--- src/rtl/assert_macros.svh ---
// assertion macros for the scheduler rtl
// no dependencies; included by files that carry assertions
`ifndef ASSERT_MACROS_SVH
`define ASSERT_MACROS_SVH

// condition holds at every edge outside reset
`define ASSERT_ALWAYS(label, clk, rst, cond, msg) \
   label: assert property (@(posedge clk) disable iff (rst) (cond)) \
      else $error(msg);

// consequent holds in the same cycle as the antecedent
`define ASSERT_SAME(label, clk, rst, ante, cons, msg) \
   label: assert property (@(posedge clk) disable iff (rst) (ante) |-> (cons)) \
      else $error(msg);

// consequent holds in the cycle after the antecedent
`define ASSERT_NEXT(label, clk, rst, ante, cons, msg) \
   label: assert property (@(posedge clk) disable iff (rst) (ante) |=> (cons)) \
      else $error(msg);

`endif

--- src/rtl/ppsch_pkg.sv ---
// shared types for the preemptive priority scheduler
// no dependencies
package ppsch_pkg;

   typedef enum logic [1:0] {
      OP_LOAD = 2'd0,
      OP_TICK = 2'd1,
      OP_READ = 2'd2,
      OP_NOP  = 2'd3
   } op_type;

   typedef enum logic [1:0] {
      S_IDLE,
      S_FOLD,
      S_EXEC,
      S_RESP
   } state_type;

   typedef struct packed {
      logic capture;
      logic fold;
      logic exec;
      logic respond;
   } cmd_type;

   localparam int OP_W    = 2;
   localparam int SLOT_W  = 4;
   localparam int TIME_W  = 16;
   localparam int PRIO_W  = 8;

endpackage

--- src/rtl/ppsch_ctrl.sv ---
// controller state machine of the scheduler
// depends on ppsch_pkg; drives datapath commands and the handshake flags
module ppsch_ctrl #(
   parameter int SLOTS = 16
) (
   input  logic                              clock,
   input  logic                              reset,
   input  logic                              req_valid,
   output logic                              req_stall,
   input  logic [ppsch_pkg::OP_W-1:0]        req_op,
   output logic                              rsp_valid,
   input  logic                              rsp_stall,
   output ppsch_pkg::cmd_type                cmd
);

   localparam int IDX_W = (SLOTS > 1) ? $clog2(SLOTS) : 1;
   localparam int LVL_W = $clog2(IDX_W + 1);

   ppsch_pkg::state_type state_ff, state_in;
   logic [LVL_W-1:0]     level_ff, level_in;
   logic                 rsp_valid_ff, rsp_valid_in;
   logic                 accept;
   logic                 out_free;

   assign accept    = req_valid && (state_ff == ppsch_pkg::S_IDLE);
   assign out_free  = !rsp_valid_ff || !rsp_stall;
   assign req_stall = (state_ff != ppsch_pkg::S_IDLE);
   assign rsp_valid = rsp_valid_ff;

   always_ff @(posedge clock) begin
      if (reset) begin
         state_ff     <= ppsch_pkg::S_IDLE;
         level_ff     <= '0;
         rsp_valid_ff <= 1'b0;
      end else begin
         state_ff     <= state_in;
         level_ff     <= level_in;
         rsp_valid_ff <= rsp_valid_in;
      end
   end

   always_comb begin
      state_in     = state_ff;
      level_in     = level_ff;
      rsp_valid_in = rsp_valid_ff && rsp_stall;
      cmd          = '0;
      case (state_ff)
         ppsch_pkg::S_IDLE: begin
            if (accept) begin
               cmd.capture = 1'b1;
               level_in    = '0;
               if (ppsch_pkg::op_type'(req_op) == ppsch_pkg::OP_TICK) begin
                  state_in = ppsch_pkg::S_FOLD;
               end else begin
                  state_in = ppsch_pkg::S_EXEC;
               end
            end
         end
         ppsch_pkg::S_FOLD: begin
            cmd.fold = 1'b1;
            level_in = level_ff + 1'b1;
            if (level_ff == LVL_W'(IDX_W - 1)) begin
               state_in = ppsch_pkg::S_EXEC;
            end
         end
         ppsch_pkg::S_EXEC: begin
            cmd.exec = 1'b1;
            state_in = ppsch_pkg::S_RESP;
         end
         ppsch_pkg::S_RESP: begin
            if (out_free) begin
               cmd.respond  = 1'b1;
               rsp_valid_in = 1'b1;
               state_in     = ppsch_pkg::S_IDLE;
            end
         end
         default: begin
            state_in = ppsch_pkg::S_IDLE;
         end
      endcase
   end

endmodule

--- src/rtl/ppsch_datapath.sv ---
// slot table, registered priority tree and result registers of the scheduler
// depends on ppsch_pkg; sequenced by ppsch_ctrl commands
module ppsch_datapath #(
   parameter int SLOTS     = 16,
   parameter int TIME_BITS = 16,
   parameter int PRIO_BITS = 8
) (
   input  logic                              clock,
   input  logic                              reset,
   input  ppsch_pkg::cmd_type                cmd,
   input  logic [ppsch_pkg::OP_W-1:0]        req_op,
   input  logic [ppsch_pkg::SLOT_W-1:0]      req_slot,
   input  logic [ppsch_pkg::TIME_W-1:0]      req_arrival,
   input  logic [ppsch_pkg::PRIO_W-1:0]      req_prio,
   input  logic [ppsch_pkg::TIME_W-1:0]      req_burst,
   output logic [ppsch_pkg::SLOT_W-1:0]      rsp_selected,
   output logic                              rsp_idle,
   output logic                              rsp_all_done,
   output logic [ppsch_pkg::TIME_W-1:0]      rsp_wait_count,
   output logic [ppsch_pkg::TIME_W-1:0]      rsp_time_now
);

   localparam int IDX_W = (SLOTS > 1) ? $clog2(SLOTS) : 1;
   localparam int POW2  = 1 << IDX_W;
   localparam int HALF  = POW2 / 2;

   // slot table
   logic                 valid_ff  [SLOTS];
   logic [TIME_BITS-1:0] arrival_ff[SLOTS];
   logic [PRIO_BITS-1:0] prio_ff   [SLOTS];
   logic [TIME_BITS-1:0] remain_ff [SLOTS];
   logic [TIME_BITS-1:0] wait_ff   [SLOTS];
   logic [TIME_BITS-1:0] time_ff;

   // captured request
   ppsch_pkg::op_type           op_ff;
   logic [ppsch_pkg::SLOT_W-1:0] slot_ff;
   logic [ppsch_pkg::TIME_W-1:0] arr_req_ff;
   logic [ppsch_pkg::PRIO_W-1:0] prio_req_ff;
   logic [ppsch_pkg::TIME_W-1:0] burst_req_ff;
   logic [TIME_BITS-1:0]         before_ff;

   // priority tree
   logic                 cand_ok_ff  [POW2];
   logic [PRIO_BITS-1:0] cand_prio_ff[POW2];
   logic [IDX_W-1:0]     cand_idx_ff [POW2];
   logic                 fold_ok     [HALF];
   logic [PRIO_BITS-1:0] fold_prio   [HALF];
   logic [IDX_W-1:0]     fold_idx    [HALF];

   // pending result
   logic [IDX_W-1:0]     res_sel_ff;
   logic                 res_idle_ff;
   logic [TIME_BITS-1:0] res_wait_ff;

   // output register
   logic [ppsch_pkg::SLOT_W-1:0] out_sel_ff;
   logic                         out_idle_ff;
   logic                         out_done_ff;
   logic [ppsch_pkg::TIME_W-1:0] out_wait_ff;
   logic [ppsch_pkg::TIME_W-1:0] out_time_ff;

   logic                 elig[POW2];
   logic                 all_done;
   logic [IDX_W-1:0]     slot_idx;
   logic                 slot_ok;
   logic                 win_ok;
   logic [IDX_W-1:0]     win_idx;

   assign slot_idx = IDX_W'(32'(slot_ff));
   assign slot_ok  = (32'(slot_ff) < SLOTS);
   assign win_ok   = cand_ok_ff[0];
   assign win_idx  = cand_idx_ff[0];

   always_comb begin
      for (int i = 0; i < POW2; i++) begin
         elig[i] = 1'b0;
      end
      for (int i = 0; i < SLOTS; i++) begin
         elig[i] = valid_ff[i] && (arrival_ff[i] <= time_ff) && (remain_ff[i] != '0);
      end
   end

   always_comb begin
      all_done = 1'b1;
      for (int i = 0; i < SLOTS; i++) begin
         if (valid_ff[i] && (remain_ff[i] != '0)) begin
            all_done = 1'b0;
         end
      end
   end

   // pair compare, the lower index wins a tie
   always_comb begin
      for (int i = 0; i < HALF; i++) begin
         if (cand_ok_ff[2*i+1] &&
             (!cand_ok_ff[2*i] || (cand_prio_ff[2*i+1] < cand_prio_ff[2*i]))) begin
            fold_ok[i]   = cand_ok_ff[2*i+1];
            fold_prio[i] = cand_prio_ff[2*i+1];
            fold_idx[i]  = cand_idx_ff[2*i+1];
         end else begin
            fold_ok[i]   = cand_ok_ff[2*i];
            fold_prio[i] = cand_prio_ff[2*i];
            fold_idx[i]  = cand_idx_ff[2*i];
         end
      end
   end

   always_ff @(posedge clock) begin
      if (reset) begin
         for (int i = 0; i < SLOTS; i++) begin
            valid_ff[i] <= 1'b0;
         end
         time_ff <= '0;
      end else if (cmd.exec) begin
         case (op_ff)
            ppsch_pkg::OP_LOAD: begin
               if (slot_ok) begin
                  valid_ff[slot_idx] <= 1'b1;
                  time_ff            <= '0;
               end
            end
            ppsch_pkg::OP_TICK: begin
               if (time_ff != '1) begin
                  time_ff <= time_ff + 1'b1;
               end
            end
            default: begin
            end
         endcase
      end
   end

   always_ff @(posedge clock) begin
      if (cmd.exec) begin
         case (op_ff)
            ppsch_pkg::OP_LOAD: begin
               if (slot_ok) begin
                  arrival_ff[slot_idx] <= TIME_BITS'(arr_req_ff);
                  prio_ff[slot_idx]    <= PRIO_BITS'(prio_req_ff);
                  remain_ff[slot_idx]  <= TIME_BITS'(burst_req_ff);
                  wait_ff[slot_idx]    <= '0;
               end
            end
            ppsch_pkg::OP_TICK: begin
               for (int i = 0; i < SLOTS; i++) begin
                  if (elig[i]) begin
                     if (win_ok && (win_idx == IDX_W'(i))) begin
                        remain_ff[i] <= remain_ff[i] - 1'b1;
                     end else if (wait_ff[i] != '1) begin
                        wait_ff[i] <= wait_ff[i] + 1'b1;
                     end
                  end
               end
            end
            default: begin
            end
         endcase
      end
   end

   always_ff @(posedge clock) begin
      if (cmd.capture) begin
         op_ff        <= ppsch_pkg::op_type'(req_op);
         slot_ff      <= req_slot;
         arr_req_ff   <= req_arrival;
         prio_req_ff  <= req_prio;
         burst_req_ff <= req_burst;
         before_ff    <= time_ff;
         for (int i = 0; i < POW2; i++) begin
            cand_ok_ff[i]  <= elig[i];
            cand_idx_ff[i] <= IDX_W'(i);
         end
         for (int i = 0; i < SLOTS; i++) begin
            cand_prio_ff[i] <= prio_ff[i];
         end
      end else if (cmd.fold) begin
         for (int i = 0; i < HALF; i++) begin
            cand_ok_ff[i]   <= fold_ok[i];
            cand_prio_ff[i] <= fold_prio[i];
            cand_idx_ff[i]  <= fold_idx[i];
         end
      end
   end

   always_ff @(posedge clock) begin
      if (cmd.exec) begin
         res_sel_ff  <= '0;
         res_idle_ff <= 1'b0;
         res_wait_ff <= '0;
         case (op_ff)
            ppsch_pkg::OP_TICK: begin
               res_idle_ff <= !win_ok;
               if (win_ok) begin
                  res_sel_ff <= win_idx;
               end
            end
            ppsch_pkg::OP_READ: begin
               if (slot_ok && valid_ff[slot_idx]) begin
                  res_wait_ff <= wait_ff[slot_idx];
               end
            end
            default: begin
            end
         endcase
      end
   end

   always_ff @(posedge clock) begin
      if (cmd.respond) begin
         out_sel_ff  <= ppsch_pkg::SLOT_W'(32'(res_sel_ff));
         out_idle_ff <= res_idle_ff;
         out_done_ff <= all_done;
         out_wait_ff <= ppsch_pkg::TIME_W'(64'(res_wait_ff));
         out_time_ff <= ppsch_pkg::TIME_W'(64'(before_ff));
      end
   end

   assign rsp_selected   = out_sel_ff;
   assign rsp_idle       = out_idle_ff;
   assign rsp_all_done   = out_done_ff;
   assign rsp_wait_count = out_wait_ff;
   assign rsp_time_now   = out_time_ff;

endmodule

--- src/rtl/preemptive_priority_scheduler.sv ---
// channel  dir  ports                                        handshake
// req      in   op, slot, arrival, prio, burst               req_valid / req_stall
// rsp      out  selected, idle, all_done, wait_count, time_now  rsp_valid / rsp_stall
//
// a tick takes the request and the eligible set, makes ceil(log2(SLOTS)) passes of
// the registered priority tree, updates the slots and then writes the output register;
// load, read and no-op requests skip the tree passes
// synchronous reset clears slot valid bits, the clock and the controller
// a new request is taken while a result waits under rsp_stall; only the last step waits
// top level; depends on ppsch_pkg, ppsch_ctrl, ppsch_datapath and assert_macros.svh
`include "assert_macros.svh"

module preemptive_priority_scheduler #(
   parameter int SLOTS     = 16,
   parameter int TIME_BITS = 16,
   parameter int PRIO_BITS = 8
) (
   input  logic                              clock,
   input  logic                              reset,
   input  logic                              req_valid,
   output logic                              req_stall,
   input  logic [ppsch_pkg::OP_W-1:0]        req_op,
   input  logic [ppsch_pkg::SLOT_W-1:0]      req_slot,
   input  logic [ppsch_pkg::TIME_W-1:0]      req_arrival,
   input  logic [ppsch_pkg::PRIO_W-1:0]      req_prio,
   input  logic [ppsch_pkg::TIME_W-1:0]      req_burst,
   output logic                              rsp_valid,
   input  logic                              rsp_stall,
   output logic [ppsch_pkg::SLOT_W-1:0]      rsp_selected,
   output logic                              rsp_idle,
   output logic                              rsp_all_done,
   output logic [ppsch_pkg::TIME_W-1:0]      rsp_wait_count,
   output logic [ppsch_pkg::TIME_W-1:0]      rsp_time_now
);

   ppsch_pkg::cmd_type cmd;

   ppsch_ctrl #(
      .SLOTS (SLOTS)
   ) u_ctrl (
      .clock     (clock),
      .reset     (reset),
      .req_valid (req_valid),
      .req_stall (req_stall),
      .req_op    (req_op),
      .rsp_valid (rsp_valid),
      .rsp_stall (rsp_stall),
      .cmd       (cmd)
   );

   ppsch_datapath #(
      .SLOTS     (SLOTS),
      .TIME_BITS (TIME_BITS),
      .PRIO_BITS (PRIO_BITS)
   ) u_datapath (
      .clock          (clock),
      .reset          (reset),
      .cmd            (cmd),
      .req_op         (req_op),
      .req_slot       (req_slot),
      .req_arrival    (req_arrival),
      .req_prio       (req_prio),
      .req_burst      (req_burst),
      .rsp_selected   (rsp_selected),
      .rsp_idle       (rsp_idle),
      .rsp_all_done   (rsp_all_done),
      .rsp_wait_count (rsp_wait_count),
      .rsp_time_now   (rsp_time_now)
   );

   `ASSERT_NEXT(a_busy_after_accept, clock, reset, req_valid && !req_stall, req_stall,
      "request accepted but block not busy next cycle")
   `ASSERT_SAME(a_idle_no_select, clock, reset, rsp_valid && rsp_idle,
      rsp_selected == '0 && rsp_wait_count == '0, "idle result carries a slot or wait count")
   `ASSERT_ALWAYS(a_one_command, clock, reset, $onehot0(cmd),
      "more than one datapath command in a cycle")
   `ASSERT_NEXT(a_respond_sets_valid, clock, reset, cmd.respond, rsp_valid,
      "result written without valid")

endmodule
--- config.mk ---
export PLATFORM = sky130hd
export DESIGN_NAME = preemptive_priority_scheduler
export DESIGN_NICKNAME = d
export VERILOG_FILES = /design/src/rtl/ppsch_pkg.sv /design/src/rtl/ppsch_ctrl.sv /design/src/rtl/ppsch_datapath.sv /design/src/rtl/preemptive_priority_scheduler.sv
export VERILOG_INCLUDE_DIRS = /design/src /design/src/rtl
export SDC_FILE = /design/constraint.sdc
export NUM_CORES = 2
export LEC_CHECK = 0
export BUFFER_PORTS_ARGS = -buffer_cell sky130_fd_sc_hd__buf_4
export CAP_MARGIN = 20
export CORE_ASPECT_RATIO = 0.9
export CORE_MARGIN = 8
export CORE_UTILIZATION = 30
export CTS_CLUSTER_SIZE = 14
export DETAILED_ROUTE_END_ITERATION = 16
export GPL_ROUTABILITY_DRIVEN = 0
export PLACE_DENSITY = 0.46
export SETUP_SLACK_MARGIN = 0.2
export SYNTH_ARGS = -nofsm -noshare
export SYNTH_HDL_FRONTEND = slang
export SYNTH_SLANG_ARGS = --single-unit
--- constraint.sdc ---
create_clock -name clock -period 20.3 [get_ports clock]
set_clock_uncertainty 0.2 [all_clocks]
set_input_delay 5.075 -clock clock [delete_from_list [all_inputs] [get_ports clock]]
set_output_delay 5.075 -clock clock [all_outputs]
set_load 0.005 [all_outputs]
# Yosys cells after proc, flatten, opt, wreduce, memory -nomap -nowiden

Memories as Yosys holds them, arrays and structs flattened. A register that Yosys moved wholly into a read port is not among the register bits.
Index checks and enable logic that the tools add are counted.

Add/subtract/negate cells: 34
Magnitude comparators: 24
Eq/ne operators: 43
Mux-type cells: 309
Bitwise logic cells: 24
Reduce and logical (&&, ||, !) cells: 140

Operators with widths:

| kind                                                                    | count |
|---|---|
| 16-bit 2-to-1 mux                                                       | 18 |
| 16-bit by 1-bit adder with 16-bit output, second input constant         | 17 |
| 16-bit inequality test, second input constant                           | 17 |
| 16-bit OR reduction                                                     | 17 |
| 16-bit <= comparator                                                    | 16 |
| 16-bit nonzero test                                                     | 16 |
| 16-bit by 1-bit subtractor with 16-bit output, second input constant    | 16 |
| 1-bit 2-to-1 mux                                                        | 232 |
| 4-bit 2-to-1 mux                                                        | 35 |
| 8-bit 2-to-1 mux                                                        | 16 |
| 1-bit logical AND                                                       | 74 |
| 8-bit less-than comparator                                              | 8 |
| 4-bit == test, second input constant                                    | 8 |
| 16-bit one-hot mux with 2 select lines                                  | 1 |
| 1-bit bitwise OR                                                        | 24 |
| 4-bit by 3-bit == test with 1-bit output, second input constant         | 4 |
| 15-bit OR reduction                                                     | 1 |
| 1-bit logical NOT                                                       | 11 |
| 1-bit logical OR                                                        | 9 |
| 4-bit by 2-bit == test with 1-bit output, second input constant         | 2 |
| 2-bit 2-to-1 mux                                                        | 4 |
| 2-bit by 1-bit inequality test with 1-bit output, second input constant | 4 |
| 2-bit one-hot mux with 4 select lines                                   | 1 |
| 2-bit by 1-bit == test with 1-bit output, second input constant         | 3 |
| 12 further kinds                                                        | 20 |

Register bits after elaboration: 127
Bits in writable memories: 1120
Input bits: 50
Output and inout bits: 40
Logic and storage cells: 599
Memories: 8

Memories:

| memory                  | depth | bits a word | rd ports | clocked after Yosys merged registers in | write ports | line                 | RTL |
|---|---|---|---|---|---|---|---|
| u_datapath.arrival_ff   | 16    | 16          | 16       | 0                                       | 1           | ppsch_datapath.sv:29 | `logic [TIME_BITS-1:0] arrival_ff[SLOTS];` |
| u_datapath.remain_ff    | 16    | 16          | 16       | 0                                       | 1           | ppsch_datapath.sv:31 | `logic [TIME_BITS-1:0] remain_ff [SLOTS];` |
| u_datapath.wait_ff      | 16    | 16          | 17       | 1                                       | 16          | ppsch_datapath.sv:32 | `logic [TIME_BITS-1:0] wait_ff [SLOTS];` |
| u_datapath.cand_prio_ff | 16    | 8           | 16       | 0                                       | 16          | ppsch_datapath.sv:45 | `logic [PRIO_BITS-1:0] cand_prio_ff[POW2];` |
| u_datapath.prio_ff      | 16    | 8           | 16       | 0                                       | 1           | ppsch_datapath.sv:30 | `logic [PRIO_BITS-1:0] prio_ff [SLOTS];` |
| u_datapath.cand_idx_ff  | 16    | 4           | 16       | 0                                       | 16          | ppsch_datapath.sv:46 | `logic [IDX_W-1:0] cand_idx_ff [POW2];` |
| +2 memories             | -     | -           | -        | -                                       | -           | -                    |  |

# Depth between registers and ports, before layout

An unclocked memory read counts as a cell.

Word-level depth: 25
Mapped depth: 11

# Hierarchy

A second synthesis with hierarchy kept.

Cells, all modules: 4792
Area, all modules: 61058.6 um^2

Modules (own cells, without submodules):

| module         | instances | cells each | area each (um^2) | sequential area each (um^2) |
|---|---|---|---|---|
| ppsch_datapath | 1         | 4751       | 60684.5          | 36244.8 |
| ppsch_ctrl     | 1         | 41         | 374.1            | 120.1 |

# Worst setup path after synthesis

OpenSTA, ideal clock, no wires.

Path kind: input-to-reg
Start point: input port req_valid
End point: register u_datapath.arr_req_ff[0] (netlist bit) (enable)
Setup time: 551 ps
Arrival: 9262 ps
Required time: 19549 ps
Slack: 10287 ps
Stages on the path: 3
Path buffers: 2
Cells stage by stage: and2_1 > clkbuf_1 > clkbuf_1

RTL lines:

| element              | line                                | RTL |
|---|---|---|
| from (decl)          | preemptive_priority_scheduler.sv:20 | `input logic req_valid,` |
| to (signal assigned) | ppsch_datapath.sv:166               | `arr_req_ff <= req_arrival;` |
| to (decl)            | ppsch_datapath.sv:38                | `logic [ppsch_pkg::TIME_W-1:0] arr_req_ff;` |

==> out/qor.csv <==
stage;metric;value;unit
timing;clock.fmax;140;MHz
floorplanning;start_util;30.2;%
synth;synthTopCellsByArea;edfxtp_1 58%, ha_1 7.3%, xnor2_1 3.4%;
finish;multiInputGateArea;0.0239;mm²
global_route;grt_start_max_net_pins;70;
placement;portBuffers;89;
synth;avgSynthCellArea;13.0;µm²
synth;synth_area;0.0614;mm²
floorplanning;die_w;493;µm
synth;ys_warn_count;0;
min_path;hp-class;flip-flop to flip-flop;
detailed_routing;met3_length;8.66;mm
detailed_routing;drc_errors;0;
timing;final.setup.tns;0;ns
clock_network;clk_path_buf_depth;3;
global_route;grt_use_total;16.0;%
detailed_routing;wl_met2;84.7;mm
clock_network;cts_root_buffer;clkbuf_16;
setup_path;start_kind;input pin;
setup_path;cp-end-kind;flip-flop;
global_route;grt_pass1_vias;38400;
clock_network;post_cts_resized;0;
pwr;finalPower;6.93;mW
setup_path;rr_worst_depth;9;
synth;synth.distinct_cells;80;
detailed_routing;drt_wl_total;180;mm
detailed_routing;detail_route.first_pass.iterations;5;
timing;min_period;7.12;ns
synth;yosysSeqAreaShare;59.3;%
setup_path;crit_path_max_fanout;69;
synth;ys_seq_elements;1225;
finish;seqCellArea;0.0364;mm²
pwr;powerDensity;98.2;mW/mm²
detailed_routing;drt-initial-drc-count;2846;
detailed_routing;post_drt_via_cell_ratio;4.99;
min_path;whs_endpoint;u_datapath.cand_prio_ff[0][73]$_DFFE_PP_;
clock_network;clock_latency;0.78;ns
timing;rsz0062_at_grt;no;
floorplanning;ios;90;
min_path;min_path_cells;0;
min_path;hold_start;u_datapath.prio_ff[9][1]$_DFFE_PP_;
finish;syn2layout_area_growth;15.0;%
pwr;ir_worst_vdd;0.0000802;V
floorplanning;core;0.203;mm²
detailed_routing;top_layer_used;met4;
synth;postSynth.asyncResetShare;0;%
synth;synth_top_area_share;57.9;%
floorplanning;die_area;0.219;mm²
timing;hold_ws;0.208;ns
floorplanning;die_h;445;µm
synth;synth_ff_type;edfxtp_1;
synth;syn_inst;4726;
timing;slew_headroom;16.8;%
timing;post-route-period-util;35.1;%
floorplanning;row_count;157;
synth;synth-edff-count;1183;
clock_network;cts.clk_slew.worst_paths;0.06;ns
clock_network;cts_hold_buf;0;
timing;setup_violations;0;
placement;dpl.hpwl;120;mm
synth;synth_area_leader_cell;edfxtp_1;
finish;fin_nets;5367;
pwr;power.leakage;24.1;nW
detailed_routing;wl_per_cell;23.1;µm
setup_path;r2r-start;u_datapath.time_ff[14]$_SDFFE_PP0P_;
setup_path;crit_type;input pin to flip-flop;
clock_network;cts_tree;yes;
setup_path;rr_endpoint;u_datapath.remain_ff[2][3]$_DFFE_PP_;
timing;finalHoldViolations;0;
detailed_routing;vias;38800;
clock_network;cts.sinks;1225;
detailed_routing;antenna_left;0;
timing;drv_slew;0;
clock_network;post-cts-setup-buffer-count;0;
clock_network;htreeDepth;4;
setup_path;regToRegSetupSlack;15.33;ns
global_route;antenna_found_initial;16;
detailed_routing;wl_met1;82.6;mm
synth;syn_nets;5136;
setup_path;worstPathArrival;7.50;ns
timing;fin_ws;13.18;ns
setup_path;required;20.68;ns
flow_run;maxCapViolCount;0;
timing;worst_pin_slew;1.25;ns
global_route;grt.overflow.total;0;
finish;fill_cells;19800;
finish;drive_gt1_share;12.5;%
run_status;status;complete, no violations;
clock_network;numCtsBuffers;149;
placement;pre_cts_ws;12.35;ns
global_route;grt_first_pass_wirelength;263;mm
where the power goes:
group          switching (mW)  internal [mW]  total, mW
registers               0.212           3.11       3.33
clock network            1.09           1.51       2.60
logic                   0.646          0.365       1.01
synthesized netlist by cell type, types with 43 or more instances:
cell / number
mux2_2: 104
nand4_1: 99
xor2_1: 211
nand2_1: 305
nor4_1: 72
nor3_1: 140
nand3_1: 204
clkbuf_1: 96
xnor2_1: 237
a2bb2oi_1: 54
inv_1: 181
ha_1: 360
nor2_1: 467
o21ai_0: 138
a21oi_1: 123
nor2b_1: 43
mux4_2: 85
edfxtp_1: 1183
mux2i_1: 138
state kept, by name, summed over array words and instances, names as in the netlist, 22 cells and up, named ones only:
register	count
u_datapath.arrival_ff	256
u_datapath.cand_idx_ff	22
u_datapath.cand_prio_ff	128
u_datapath.prio_ff	128
u_datapath.remain_ff	256
u_datapath.wait_ff	256
layer usage:
metal	vias to the layer above	global-route usage, %
met3	211	2.50
met2	818	26.4
li1	18200	-
met5	-	0
met1	19500	22.1
met4	0	3.94
critical path: stages:
cell	delay, ns
buf_4	0.08
and2_4	0.49
buf_4	0.71
buf_4	0.79
nand3_1	0.17
o21ai_0	0.14
stage by stage:
step	util [%]	area (µm²)	cells
2_1_floorplan	-	61400	4726
3_3_place_gp	32.4	65800	7503
3_5_place_dp	32.4	65900	7507
4_1_cts	34.7	70500	7771
5_1_grt	34.7	70600	7773
6_report	34.7	70600	7777
worst max-delay path by stage:
stage,cells after the start,to,from
5_1_grt,6,u_datapath.cand_prio_ff[0][52]$_DFFE_PP_,req_valid
3_3_place_gp,6,u_datapath.cand_prio_ff[0][54]$_DFFE_PP_,req_valid
2_1_floorplan,3,u_datapath.arr_req_ff[0]$_DFFE_PP_,req_valid
3_5_place_dp,6,u_datapath.cand_prio_ff[0][58]$_DFFE_PP_,req_valid
4_1_cts,6,u_datapath.cand_prio_ff[0][44]$_DFFE_PP_,req_valid
6_report,6,u_datapath.cand_prio_ff[0][44]$_DFFE_PP_,req_valid
layout by cell type (no fill, tap or decap), drive strengths merged, types with 105 or more instances in the layout:
| master | Yosys | routed |
|---|---|---|
| a21oi | 123 | 123 |
| buf | 27 | 202 |
| clkbuf | 96 | 193 |
| edfxtp | 1183 | 1183 |
| ha | 360 | 360 |
| inv | 181 | 185 |
| mux2 | 105 | 105 |
| mux2i | 138 | 138 |
| nand2 | 305 | 305 |
| nand3 | 204 | 204 |
| nor2 | 467 | 467 |
| nor3 | 141 | 141 |
| o21ai | 138 | 138 |
| xnor2 | 237 | 237 |
| xor2 | 211 | 211 |
kinds of logic after synthesis:
| logic type | count (synthesis) | share of synthesized area, % |
|---|---|---|
| AND/OR/NAND/NOR | 1564 | 12.4 |
| flip-flops | 1225 | 59.3 |
| AO/OA/AOI/OAI | 491 | 5.30 |
| XOR/XNOR | 448 | 6.39 |
| adder cells (fa/ha/maj) | 360 | 7.34 |
| multiplexers | 328 | 7.30 |
| buffers and inverters | 310 | 1.97 |
final cells by class:
cell class	count	area share [%]
Sequential cell	1225	51.5
Clock inverter	72	1.02
Timing Repair Buffer	203	2.24
Clock buffer	192	5.54
Tap cell	2703	4.79
Inverter	187	0.996
Multi-Input combinational cell	3191	33.9
Antenna cell	4	0.0142
Power figures use the tool's default switching activity.
